### src/rtl/ps2mpc_pkg.sv
// Package for the PS/2 mouse packet cursor: widths, codes, item types and reset values.
package ps2mpc_pkg;

    // Cursor coordinate width and the width of a screen size register
    localparam int COORD_BITS = 12;
    localparam int SIZE_BITS  = COORD_BITS + 1;
    localparam int APB_AW     = 3;
    localparam int APB_DW     = 32;

    // Largest screen size the coordinates can address
    localparam logic [SIZE_BITS-1:0] COORD_SPAN = SIZE_BITS'(1 << COORD_BITS);

    // Screen size after reset and the matching centered cursor
    localparam logic [SIZE_BITS-1:0]  RESET_WIDTH  = SIZE_BITS'(640);
    localparam logic [SIZE_BITS-1:0]  RESET_HEIGHT = SIZE_BITS'(480);
    localparam logic [COORD_BITS-1:0] RESET_POS_X  = COORD_BITS'(640 / 2);
    localparam logic [COORD_BITS-1:0] RESET_POS_Y  = COORD_BITS'(480 / 2);

    // Register indexes on the configuration port
    localparam logic REG_WIDTH  = 1'b0;
    localparam logic REG_HEIGHT = 1'b1;

    // Packet header bits
    localparam int SYNC_BIT  = 3;
    localparam int LEFT_BIT  = 0;
    localparam int RIGHT_BIT = 1;
    localparam logic [7:0] OVF_MASK = 8'hC0;

    // Event codes
    localparam logic [1:0] EV_MOVE = 2'd0;
    localparam logic [1:0] EV_DOWN = 2'd1;
    localparam logic [1:0] EV_UP   = 2'd2;

    // Button codes
    localparam logic BTN_LEFT  = 1'b0;
    localparam logic BTN_RIGHT = 1'b1;

    // Position within a 3-byte packet
    typedef enum logic [1:0] {
        PH_FIRST  = 2'd0,
        PH_SECOND = 2'd1,
        PH_THIRD  = 2'd2
    } phase_t;

    typedef struct packed {
        logic       aux_flag;
        logic [7:0] data_byte;
    } ps2m_in_t;

    typedef struct packed {
        logic [1:0]            event_kind;
        logic                  which_button;
        logic [COORD_BITS-1:0] cursor_x;
        logic [COORD_BITS-1:0] cursor_y;
        logic                  last_event;
    } ps2m_out_t;

endpackage

### src/rtl/ps2_mouse_packet_cursor.sv
// PS/2 mouse packet decoder with clamped cursor tracking and button events.
//
// Input channel (s_valid/s_ready/s_item): one controller byte per item with its
// auxiliary-port flag. Bytes without the flag are dropped. Three-byte packets
// are assembled; a header byte without bit 3 or with overflow bits set is
// discarded to resynchronize.
// Result channel (m_valid/m_ready/m_item): on the third byte of a packet the
// block emits a move event (if the position changed), then left and right
// button down/up events (each if that button changed), in that order;
// last_event marks the final one. An item is registered at acceptance and
// decoded into the event buffer once that buffer is free.
// Throughput: one item per cycle while the event buffer is free; a packet
// with k events holds the buffer until its last one leaves, one event per
// cycle while m_ready is high; the next item waits in the input register.
// When the receiver stalls, the event buffer holds and s_ready drops once the
// input register is full. Reset (aresetn low, synchronous) empties both
// stages, sets the screen to 640x480 and centers the cursor. Writing a size
// register over the APB port re-centers the cursor on both axes.
module ps2_mouse_packet_cursor
    import ps2mpc_pkg::*;
(
    input  logic              aclk,
    input  logic              aresetn,
    // input channel
    input  logic              s_valid,
    output logic              s_ready,
    input  ps2m_in_t          s_item,
    // result channel
    output logic              m_valid,
    input  logic              m_ready,
    output ps2m_out_t         m_item,
    // configuration port
    input  logic              psel,
    input  logic              penable,
    input  logic              pwrite,
    input  logic [APB_AW-1:0] paddr,
    input  logic [APB_DW-1:0] pwdata,
    output logic [APB_DW-1:0] prdata,
    output logic              pready
);

    // Registers
    logic                  in_valid_reg;
    ps2m_in_t              in_reg;
    logic [SIZE_BITS-1:0]  width_reg, width_next;
    logic [SIZE_BITS-1:0]  height_reg, height_next;
    phase_t                phase_reg, phase_next;
    logic [7:0]            first_reg, first_next;
    logic [7:0]            second_reg, second_next;
    logic [COORD_BITS-1:0] pos_x_reg, pos_x_next;
    logic [COORD_BITS-1:0] pos_y_reg, pos_y_next;
    logic                  prev_l_reg, prev_l_next;
    logic                  prev_r_reg, prev_r_next;
    // pending events: bit 0 move, bit 1 left, bit 2 right
    logic [2:0]            pend_reg, pend_next;
    logic [1:0]            kind_l_reg, kind_l_next;
    logic [1:0]            kind_r_reg, kind_r_next;

    logic                  cfg_wr;
    logic                  s_take, m_take;
    logic                  buf_free, proc_go;
    logic [SIZE_BITS-1:0]  eff_w, eff_h, eff_w_m1, eff_h_m1;
    logic [COORD_BITS-1:0] max_x, max_y, nx, ny;
    logic signed [COORD_BITS+1:0] sum_x, sum_y, move_b1, move_b2;
    logic                  cl, cr;

    // Configuration port
    assign pready = 1'b1;
    assign cfg_wr = psel & penable & pwrite;

    always_comb begin
        prdata = '0;
        if (psel && !pwrite) begin
            prdata = (paddr[2] == REG_HEIGHT) ? APB_DW'(height_reg) : APB_DW'(width_reg);
        end
    end

    // Handshakes: the event buffer frees when empty or when its last event leaves
    assign m_valid  = |pend_reg;
    assign m_take   = m_valid & m_ready;
    assign buf_free = (pend_reg == 3'b000) ||
                      (m_ready && ((pend_reg & (pend_reg - 3'd1)) == 3'b000));
    assign proc_go  = in_valid_reg & buf_free;
    assign s_ready  = ~in_valid_reg | proc_go;
    assign s_take   = s_valid & s_ready;

    // Effective screen size: zero acts as one, oversize acts as the span
    always_comb begin
        if (width_reg == '0) begin
            eff_w = SIZE_BITS'(1);
        end else if (width_reg > COORD_SPAN) begin
            eff_w = COORD_SPAN;
        end else begin
            eff_w = width_reg;
        end
        if (height_reg == '0) begin
            eff_h = SIZE_BITS'(1);
        end else if (height_reg > COORD_SPAN) begin
            eff_h = COORD_SPAN;
        end else begin
            eff_h = height_reg;
        end
    end

    assign eff_w_m1 = eff_w - SIZE_BITS'(1);
    assign eff_h_m1 = eff_h - SIZE_BITS'(1);
    assign max_x    = eff_w_m1[COORD_BITS-1:0];
    assign max_y    = eff_h_m1[COORD_BITS-1:0];

    // Cursor update from the buffered second byte and the current third byte
    assign move_b1 = $signed({{(COORD_BITS-6){second_reg[7]}}, second_reg});
    assign move_b2 = $signed({{(COORD_BITS-6){in_reg.data_byte[7]}}, in_reg.data_byte});
    assign sum_x   = $signed({2'b00, pos_x_reg}) + move_b1;
    assign sum_y   = $signed({2'b00, pos_y_reg}) - move_b2;

    always_comb begin
        if (sum_x[COORD_BITS+1]) begin
            nx = '0;
        end else if (sum_x > $signed({2'b00, max_x})) begin
            nx = max_x;
        end else begin
            nx = sum_x[COORD_BITS-1:0];
        end
        if (sum_y[COORD_BITS+1]) begin
            ny = '0;
        end else if (sum_y > $signed({2'b00, max_y})) begin
            ny = max_y;
        end else begin
            ny = sum_y[COORD_BITS-1:0];
        end
    end

    assign cl = first_reg[LEFT_BIT];
    assign cr = first_reg[RIGHT_BIT];

    // Packet parser, cursor state and event buffer
    always_comb begin
        width_next  = width_reg;
        height_next = height_reg;
        phase_next  = phase_reg;
        first_next  = first_reg;
        second_next = second_reg;
        pos_x_next  = pos_x_reg;
        pos_y_next  = pos_y_reg;
        prev_l_next = prev_l_reg;
        prev_r_next = prev_r_reg;
        kind_l_next = kind_l_reg;
        kind_r_next = kind_r_reg;
        pend_next   = m_take ? (pend_reg & (pend_reg - 3'd1)) : pend_reg;

        if (cfg_wr) begin
            // size write re-centers on both axes
            if (paddr[2] == REG_HEIGHT) begin
                height_next = pwdata[SIZE_BITS-1:0];
            end else begin
                width_next = pwdata[SIZE_BITS-1:0];
            end
            pos_x_next = eff_w[COORD_BITS:1];
            pos_y_next = eff_h[COORD_BITS:1];
            if (paddr[2] == REG_HEIGHT) begin
                if (pwdata[SIZE_BITS-1:0] == '0) begin
                    pos_y_next = '0;
                end else if (pwdata[SIZE_BITS-1:0] > COORD_SPAN) begin
                    pos_y_next = COORD_SPAN[COORD_BITS:1];
                end else begin
                    pos_y_next = pwdata[COORD_BITS:1];
                end
            end else begin
                if (pwdata[SIZE_BITS-1:0] == '0) begin
                    pos_x_next = '0;
                end else if (pwdata[SIZE_BITS-1:0] > COORD_SPAN) begin
                    pos_x_next = COORD_SPAN[COORD_BITS:1];
                end else begin
                    pos_x_next = pwdata[COORD_BITS:1];
                end
            end
        end else if (proc_go && in_reg.aux_flag) begin
            unique case (phase_reg)
                PH_SECOND: begin
                    second_next = in_reg.data_byte;
                    phase_next  = PH_THIRD;
                end
                PH_THIRD: begin
                    phase_next  = PH_FIRST;
                    pos_x_next  = nx;
                    pos_y_next  = ny;
                    prev_l_next = cl;
                    prev_r_next = cr;
                    kind_l_next = cl ? EV_DOWN : EV_UP;
                    kind_r_next = cr ? EV_DOWN : EV_UP;
                    pend_next   = {cr != prev_r_reg, cl != prev_l_reg,
                                   (nx != pos_x_reg) || (ny != pos_y_reg)};
                end
                default: begin
                    // header byte: needs the sync bit and no overflow
                    if (in_reg.data_byte[SYNC_BIT] &&
                        ((in_reg.data_byte & OVF_MASK) == 8'h00)) begin
                        first_next = in_reg.data_byte;
                        phase_next = PH_SECOND;
                    end else begin
                        phase_next = PH_FIRST;
                    end
                end
            endcase
        end
    end

    // Result item: lowest pending event goes first
    always_comb begin
        m_item.cursor_x   = pos_x_reg;
        m_item.cursor_y   = pos_y_reg;
        m_item.last_event = (pend_reg & (pend_reg - 3'd1)) == 3'b000;
        if (pend_reg[0]) begin
            m_item.event_kind   = EV_MOVE;
            m_item.which_button = BTN_LEFT;
        end else if (pend_reg[1]) begin
            m_item.event_kind   = kind_l_reg;
            m_item.which_button = BTN_LEFT;
        end else begin
            m_item.event_kind   = kind_r_reg;
            m_item.which_button = BTN_RIGHT;
        end
    end

    // Input register payload
    always_ff @(posedge aclk) begin
        if (s_take) begin
            in_reg <= s_item;
        end
    end

    // Second-byte and event-kind payload
    always_ff @(posedge aclk) begin
        second_reg <= second_next;
        kind_l_reg <= kind_l_next;
        kind_r_reg <= kind_r_next;
    end

    // Control and cursor state
    always_ff @(posedge aclk) begin
        if (!aresetn) begin
            in_valid_reg <= 1'b0;
            width_reg    <= RESET_WIDTH;
            height_reg   <= RESET_HEIGHT;
            phase_reg    <= PH_FIRST;
            first_reg    <= '0;
            pos_x_reg    <= RESET_POS_X;
            pos_y_reg    <= RESET_POS_Y;
            prev_l_reg   <= 1'b0;
            prev_r_reg   <= 1'b0;
            pend_reg     <= '0;
        end else begin
            if (s_take) begin
                in_valid_reg <= 1'b1;
            end else if (proc_go) begin
                in_valid_reg <= 1'b0;
            end
            width_reg  <= width_next;
            height_reg <= height_next;
            phase_reg  <= phase_next;
            first_reg  <= first_next;
            pos_x_reg  <= pos_x_next;
            pos_y_reg  <= pos_y_next;
            prev_l_reg <= prev_l_next;
            prev_r_reg <= prev_r_next;
            pend_reg   <= pend_next;
        end
    end

endmodule
### config.mk
export PLATFORM = sky130hd
export DESIGN_NAME = ps2_mouse_packet_cursor
export DESIGN_NICKNAME = d
export VERILOG_FILES = /design/src/rtl/ps2mpc_pkg.sv /design/src/rtl/ps2_mouse_packet_cursor.sv
export SDC_FILE = /design/constraint.sdc
export NUM_CORES = 1
export LEC_CHECK = 0
export ABC_AREA = 1
export BUFFER_PORTS_ARGS = -buffer_cell sky130_fd_sc_hd__buf_2
export CORE_ASPECT_RATIO = 0.8
export CORE_MARGIN = 4
export CORE_UTILIZATION = 40
export CTS_BUF_LIST = sky130_fd_sc_hd__clkbuf_4 sky130_fd_sc_hd__clkbuf_8 sky130_fd_sc_hd__clkbuf_16
export DETAILED_ROUTE_END_ITERATION = 16
export GPL_TIMING_DRIVEN = 0
export REMOVE_ABC_BUFFERS = 1
export SLEW_MARGIN = 20
export SYNTH_ARGS = -nofsm -noshare
export SYNTH_HDL_FRONTEND = slang
export SYNTH_SLANG_ARGS = --single-unit
### constraint.sdc
create_clock -name aclk -period 3.3 [get_ports aclk]
set_clock_uncertainty 0.05 [all_clocks]
set_input_delay 0.66 -clock aclk [delete_from_list [all_inputs] [get_ports aclk]]
set_output_delay 0.66 -clock aclk [all_outputs]
set_load 0.03 [all_outputs]
==> flow_metrics.tcl, run 1 <==
set metrics [dict create \
    rows 43 \
    h-tree-depth 3 \
    core_area_um2 17500 \
    fin_nets 1331 \
    ir_drop_mv 0.340 \
    dr_wl_met2_mm 11.0 \
    p_sw_mw 1.39 \
    tightestPinTransition_ns 1.06 \
    rsz0062_at_grt "true" \
    start_kind "register" \
    ios 114 \
    critical_path.max_stage_delay_ns 0.43 \
    grt_max_degree 42 \
    seqPwrFrac_pct 30.7 \
    synth_compound_area_share_pct 16.8 \
    criticalPathCategory "reg -> reg" \
    yosys_warnings 0 \
    hold_viol 0 \
    antenna_found_initial 0 \
    failed_checks "setup timing" \
    diodes 0 \
    dr.pass1.iters 5 \
    yosys_most_used_dff "dfxtp_1" \
    final_cell_mix "204 x nand2_1, 133 x inv_1, 81 x nor2_1" \
    cts_tree "built" \
    grt_pass1_vias 6895 \
    place_congestion 0.862 \
    mostFrequentLayoutCell "nand2_1" \
    power.internal_mw 2.20 \
    drt_iter0_markers 606 \
    synth_top_family_by_area "simple AND/OR/NAND/NOR gates" \
    min_period_over_period_pct 117 \
    start_util_pct 41.2 \
    slew_violations 0 \
    hp-class "reg -> reg" \
    dieWidth_um 158 \
    met1_length_mm 11.8 \
    drive_gt1_share_pct 30.9 \
    synth_edf_count 21 \
    clk_pin_slew_ns 0.07 \
    endpoint_kind "register" \
    synthArstFlopShare_pct 0 \
    dp.cells 1358 \
    cp_slowest_cell "edfxtp_1" \
    switching_share_pct 38.7 \
    cts_sinks 81 \
    post-route-cell-area_um2 9560 \
    comb_power_share_pct 39.2 \
    power_mw 3.59 \
    fmax_mhz 260 \
    grt_pass1_wl_mm 37.3 \
    crit_arrival_ns 4.05 \
    drt_wl_total_mm 24.9 \
    p_per_area_nw_per_um2 376 \
    yosys-top-cells-area "dfxtp_1 17%, nand2_1 12%, ha_1 9.5%, edfxtp_1 8.7%, inv_1 8.0%" \
    portBuffers 72 \
    wire_per_inst_um 17.1 \
    fin_cells 1453 \
    grt-ovfl-total 0 \
    maxSlewHeadroom_pct 29.0 \
    synth_top_area_share_pct 16.6 \
    vias 7818 \
    cp_num_buf_inv 3 \
    synth_fa_ha_area_share_pct 10.1 \
    crit_family "simple AND/OR/NAND/NOR gates" \
    worstPathRequired_ns 3.50 \
    synth_xor_area_share_pct 4.48 \
    cts_root_buffer "clkbuf_16" \
    cts.path.max_buffers 2 \
    syn_inst 1102 \
    die_height_um 128 \
    fin_ws_ns -0.545 \
    hpwlAfterDp_mm 17.1 \
    ys_ff_latch 81 \
    synth_area_leader_cell "dfxtp_1" \
    synthMuxAreaShare_pct 0 \
    min_period_ns 3.85 \
    clkPwrFrac_pct 30.1 \
    crit_fanout 4 \
    cts_buffers 9 \
    status "finished with violations" \
    ant_nets 0 \
    placed_area_um2 7600 \
    yosysSeqAreaShare_pct 25.3 \
    syn-cell-area_um2 7230 \
    synth_simple_gate_area_share_pct 30.0 \
    top_layer_used "met4" \
    met3_wirelength_mm 1.62 \
    finalSetupViolations 23 \
    insertion_delay_ns 0.36 \
    via_per_inst 5.38 \
    ys_types 46 \
    gr-usage-all-layers_pct 23.5 \
    area_growth_pct 32.3 \
    maxCapViolCount 0 \
    leakage_nw 4.57 \
    die_area_um2 20300 \
    drcViolationCount 0 \
    avgSynthCellArea_um2 6.56 \
    cpMostUsedCell "nand2_1" \
]
area by class of cell:
class / instances / area (µm²)
Fill cell: 1739 / 7980
Inverter: 162 / 623
Clock buffer: 9 / 225
Timing Repair Buffer: 149 / 1050
Clock inverter: 7 / 87.6
Tap cell: 225 / 282
Multi-Input combinational cell: 820 / 5430
Sequential cell: 81 / 1860
path summary, 6_finish.rpt:
kind	startpoint	endpoint	slack, ns	cells past startpoint
worst max register to register	in_reg[0]	pend_reg[0]	-0.55	26
worst min-delay path	in_reg[4]	second_reg[4]	0.41	0
worst min register to register	in_reg[4]	second_reg[4]	0.41	0
worst max-delay path	in_reg[0]	pend_reg[0]	-0.55	26
worst reg2reg max path: stages (launching register included):
cell	delay, ns
edfxtp_1	0.43
ha_2	0.21
inv_2	0.04
fa_2	0.34
nand3_2	0.09
nand2_4	0.09
buf_4	0.15
xor2_1	0.15
ha_1	0.30
nand2_2	0.09
nor2_2	0.17
a21oi_2	0.09
nor2_1	0.13
nand4_1	0.17
nand3_4	0.18
nand2_4	0.08
buf_12	0.15
nand2_1	0.07
nand3_1	0.11
nand2_1	0.09
nand2_1	0.06
nor2_2	0.13
nand2_1	0.06
nor2_1	0.10
nand2_1	0.07
nor2_2	0.09
nor2_1	0.05
cells in the mapped netlist, types with 3 or more instances:
cell type and count:
inv_2 5, buf_6 5, nand2_1 239, nand4_1 28
a21oi_1 78, buf_1 3, inv_1 155, a31o_2 3
xnor2_1 16, clkbuf_1 26, nand3b_1 4, o21ai_0 77
dfxtp_1 60, buf_2 4, edfxtp_1 21, xor2_1 21
o22ai_1 9, o21bai_1 5, a221oi_1 6, nor2_1 100
nor2_2 4, ha_1 55, a31oi_1 8, buf_4 21
o211ai_1 5, nand2_2 16, nand3_1 82, nand3_2 3
nor4_1 6, a211oi_1 13
timing repair:
item / in CTS / in global routing
setup endpoints to repair: 50 / 25
pin swaps: 40 / 57
setup buffers: 59 / 19
hold buffers: 0 / 0
gates resized for setup: 149 / 110
gates cloned: 3 / 0
per-stage QoR:
stage	util (%)	setup TNS (ns)	worst slack [ns]	hold slack, ns
after CTS	51.4	-3.70	-0.545	0.415
after floorplan	-	-8.02	-0.611	0.376
after global placement	43.3	-62.16	-2.14	0.387
after global routing	54.5	-9.41	-0.801	0.425
after detailed placement	43.3	-50.20	-1.60	0.399
final	54.5	-4.59	-0.545	0.415
power by group through the flow:
stage | sequential, mW | combinational, mW | clock [mW]
after floorplan | 1.14 | 0.690 | 0
after global placement | 1.12 | 0.962 | 0
after CTS | 1.10 | 1.23 | 1.09
final | 1.10 | 1.41 | 1.08
after global routing | 1.11 | 1.53 | 1.13
after detailed placement | 1.12 | 0.974 | 0
layer usage:
metal / vias to the layer above / track usage (%)
li1: 3875 / -
met1: 3650 / 35.5
met2: 260 / 35.3
met3: 33 / 3.54
met4: 0 / 5.12
met5: - / 0
logic make-up after synthesis:
| family | after synthesis |
|---|---|
| adder cells (fa/ha/maj) | 57 |
| buffers and inverters | 221 |
| AO/OA/AOI/OAI | 215 |
| other | 2 |
| flip-flops | 81 |
| XOR/XNOR | 37 |
| AND/OR/NAND/NOR | 489 |
Power figures use the tool's default switching activity.
==> run 2: changes to the inputs <==
- CORE_MARGIN: 4 -> 2
- CORE_UTILIZATION: 40 -> 47
- PLACE_DENSITY: unset -> 0.71
==> flow_metrics.tcl, run 2 (synthesis results as in run 1) <==
set metrics [dict create \
    slew_violations 0 \
    cts_buffers 9 \
    cp_cell_sequence "inv_2 > ha_1 > nand3_1 > nand2_1 > nand2_2 > nand2_4 > a31o_4 > xnor2_4 > inv_2 > ha_4 > nand3_4 > nor4_4 > a31oi_4 > buf_12 > nand3_2 > nand3_2 > nand2_2 > nand2_2 > nor2_4 > nand2_1 > nor2_2 > nand2_1 > nor2_2 > nor2_1" \
    ant_nets 0 \
    grt_pass1_wl_mm 35.6 \
    cts_tree "built" \
    grt_pass1_vias 6986 \
    endpoint_kind "register" \
    area_growth_pct 34.2 \
    clk_pin_slew_ns 0.07 \
    place_congestion 0.913 \
    dieWidth_um 143 \
    maxCapViolCount 0 \
    grt-ovfl-total 0 \
    die_area_um2 16400 \
    leakage_nw 4.60 \
    rows 40 \
    failed_checks "setup timing" \
    start_util_pct 48.1 \
    ir_drop_mv 0.293 \
    crit_arrival_ns 4.06 \
    regArea_um2 1870 \
    worstPathRequired_ns 3.50 \
    die_height_um 115 \
    critical_path.max_stage_delay_ns 0.44 \
    fin_ws_ns -0.559 \
    cp_slowest_cell "edfxtp_1" \
    final_util_pct 64.6 \
    holdPathStages 0 \
    min_period_over_period_pct 117 \
    maxSlewHeadroom_pct 26.8 \
    drive_gt1_share_pct 33.6 \
    multi_input_area_um2 5680 \
    start_kind "register" \
    fin_nets 1327 \
    drt_wl_total_mm 24.7 \
    dr.pass1.iters 5 \
    cts.path.max_buffers 2 \
    vias 8017 \
    min_period_ns 3.86 \
    hp-class "reg -> reg" \
    num-fill-cells 1237 \
    portBuffers 72 \
    rr_worst_depth 24 \
    criticalPathCategory "reg -> reg" \
    drt_iter0_markers 1059 \
    fmax_mhz 259 \
    core_area_um2 15000 \
    hold_viol 0 \
    fin_setup_tns_ns -4.82 \
    cp_num_buf_inv 3 \
    p_per_area_nw_per_um2 376 \
    cts_sinks 81 \
    crit_family "simple AND/OR/NAND/NOR gates" \
    rsz0062_at_grt "true" \
    gr-usage-all-layers_pct 27.7 \
    antenna_found_initial 0 \
    mostFrequentLayoutCell "nand2_1" \
    h-tree-depth 3 \
    crit_fanout 5 \
    wire_per_inst_um 17.4 \
    tightestPinTransition_ns 1.10 \
    ios 114 \
    diodes 0 \
    final_cell_mix "193 x nand2_1, 126 x inv_1, 76 x nor2_1" \
    cp.depth 24 \
    hpwlAfterDp_mm 15.9 \
    grt_max_degree 42 \
    hold_slack_ns 0.423 \
    status "finished with violations" \
    insertion_delay_ns 0.35 \
    finalSetupViolations 24 \
    via_per_inst 5.67 \
    cts_root_buffer "clkbuf_16" \
    drcViolationCount 0 \
]
## run 2: metal layers
metal / vias up / track usage (%) / routed length [µm]
met4: 0 / 7.59 / 492
met3: 51 / 4.29 / 2020
met2: 392 / 43.4 / 11300
met1: 3710 / 39.9 / 10900
met5: - / 0 / 0
li1: 3864 / - / -
## run 2: report_power, final
| part | leakage (nW) | switching (mW) | internal (mW) |
|---|---|---|---|
| registers | 0.686 | 0.0499 | 1.05 |
| clock network | 0.140 | 0.453 | 0.592 |
| logic | 3.77 | 0.922 | 0.578 |
| total | 4.60 | 1.43 | 2.22 |
## run 2: worst reg2reg max path, cell delays in order, from the launching register on
cell      delay, ns
edfxtp_1       0.44
inv_2          0.11
ha_1           0.23
nand3_1        0.09
nand2_1        0.10
nand2_2        0.09
nand2_4        0.07
a31o_4         0.25
xnor2_4        0.20
inv_2          0.08
ha_4           0.30
nand3_4        0.08
nor4_4         0.33
a31oi_4        0.25
buf_12         0.22
nand3_2        0.09
nand3_2        0.10
nand2_2        0.09
nand2_2        0.06
nor2_4         0.11
nand2_1        0.07
nor2_2         0.10
nand2_1        0.06
nor2_2         0.12
nor2_1         0.05
## run 2: per-stage QoR
stage               setup WS (ns)  area, µm²  total power, mW  instances
global placement            -1.98       7550             2.07       1322
finish                     -0.559       9700             3.65       1413
floorplan                  -0.611       6950             1.83       1061
CTS                        -0.407       8690             3.29       1381
global route               -0.731       9700             3.80       1413
detailed placement          -1.87       7550             2.08       1322
## run 2: repair_timing
action / CTS / global route
buffers inserted: 42 / 30
hold buffers: 0 / 0
gates cloned: 1 / 2
gates resized for setup: 132 / 187
setup endpoints to repair: 37 / 29
pin swaps: 39 / 92
## run 2: cell type report
| class | instances | area share (%) |
|---|---|---|
| sequential | 81 | 19.3 |
| clock buffer | 9 | 2.32 |
| inverter | 162 | 6.36 |
| multi-input combinational | 820 | 58.6 |
| timing repair buffer | 145 | 10.3 |
| tap | 189 | 2.44 |
| clock inverter | 7 | 0.774 |
## run 2: path summary, 6_finish.rpt
check,end,slack [ns],startpoint
max,pend_reg[0],-0.56,in_reg[1]
min,second_reg[5],0.42,in_reg[5]
max reg2reg,pend_reg[0],-0.56,in_reg[1]
min reg2reg,second_reg[5],0.42,in_reg[5]
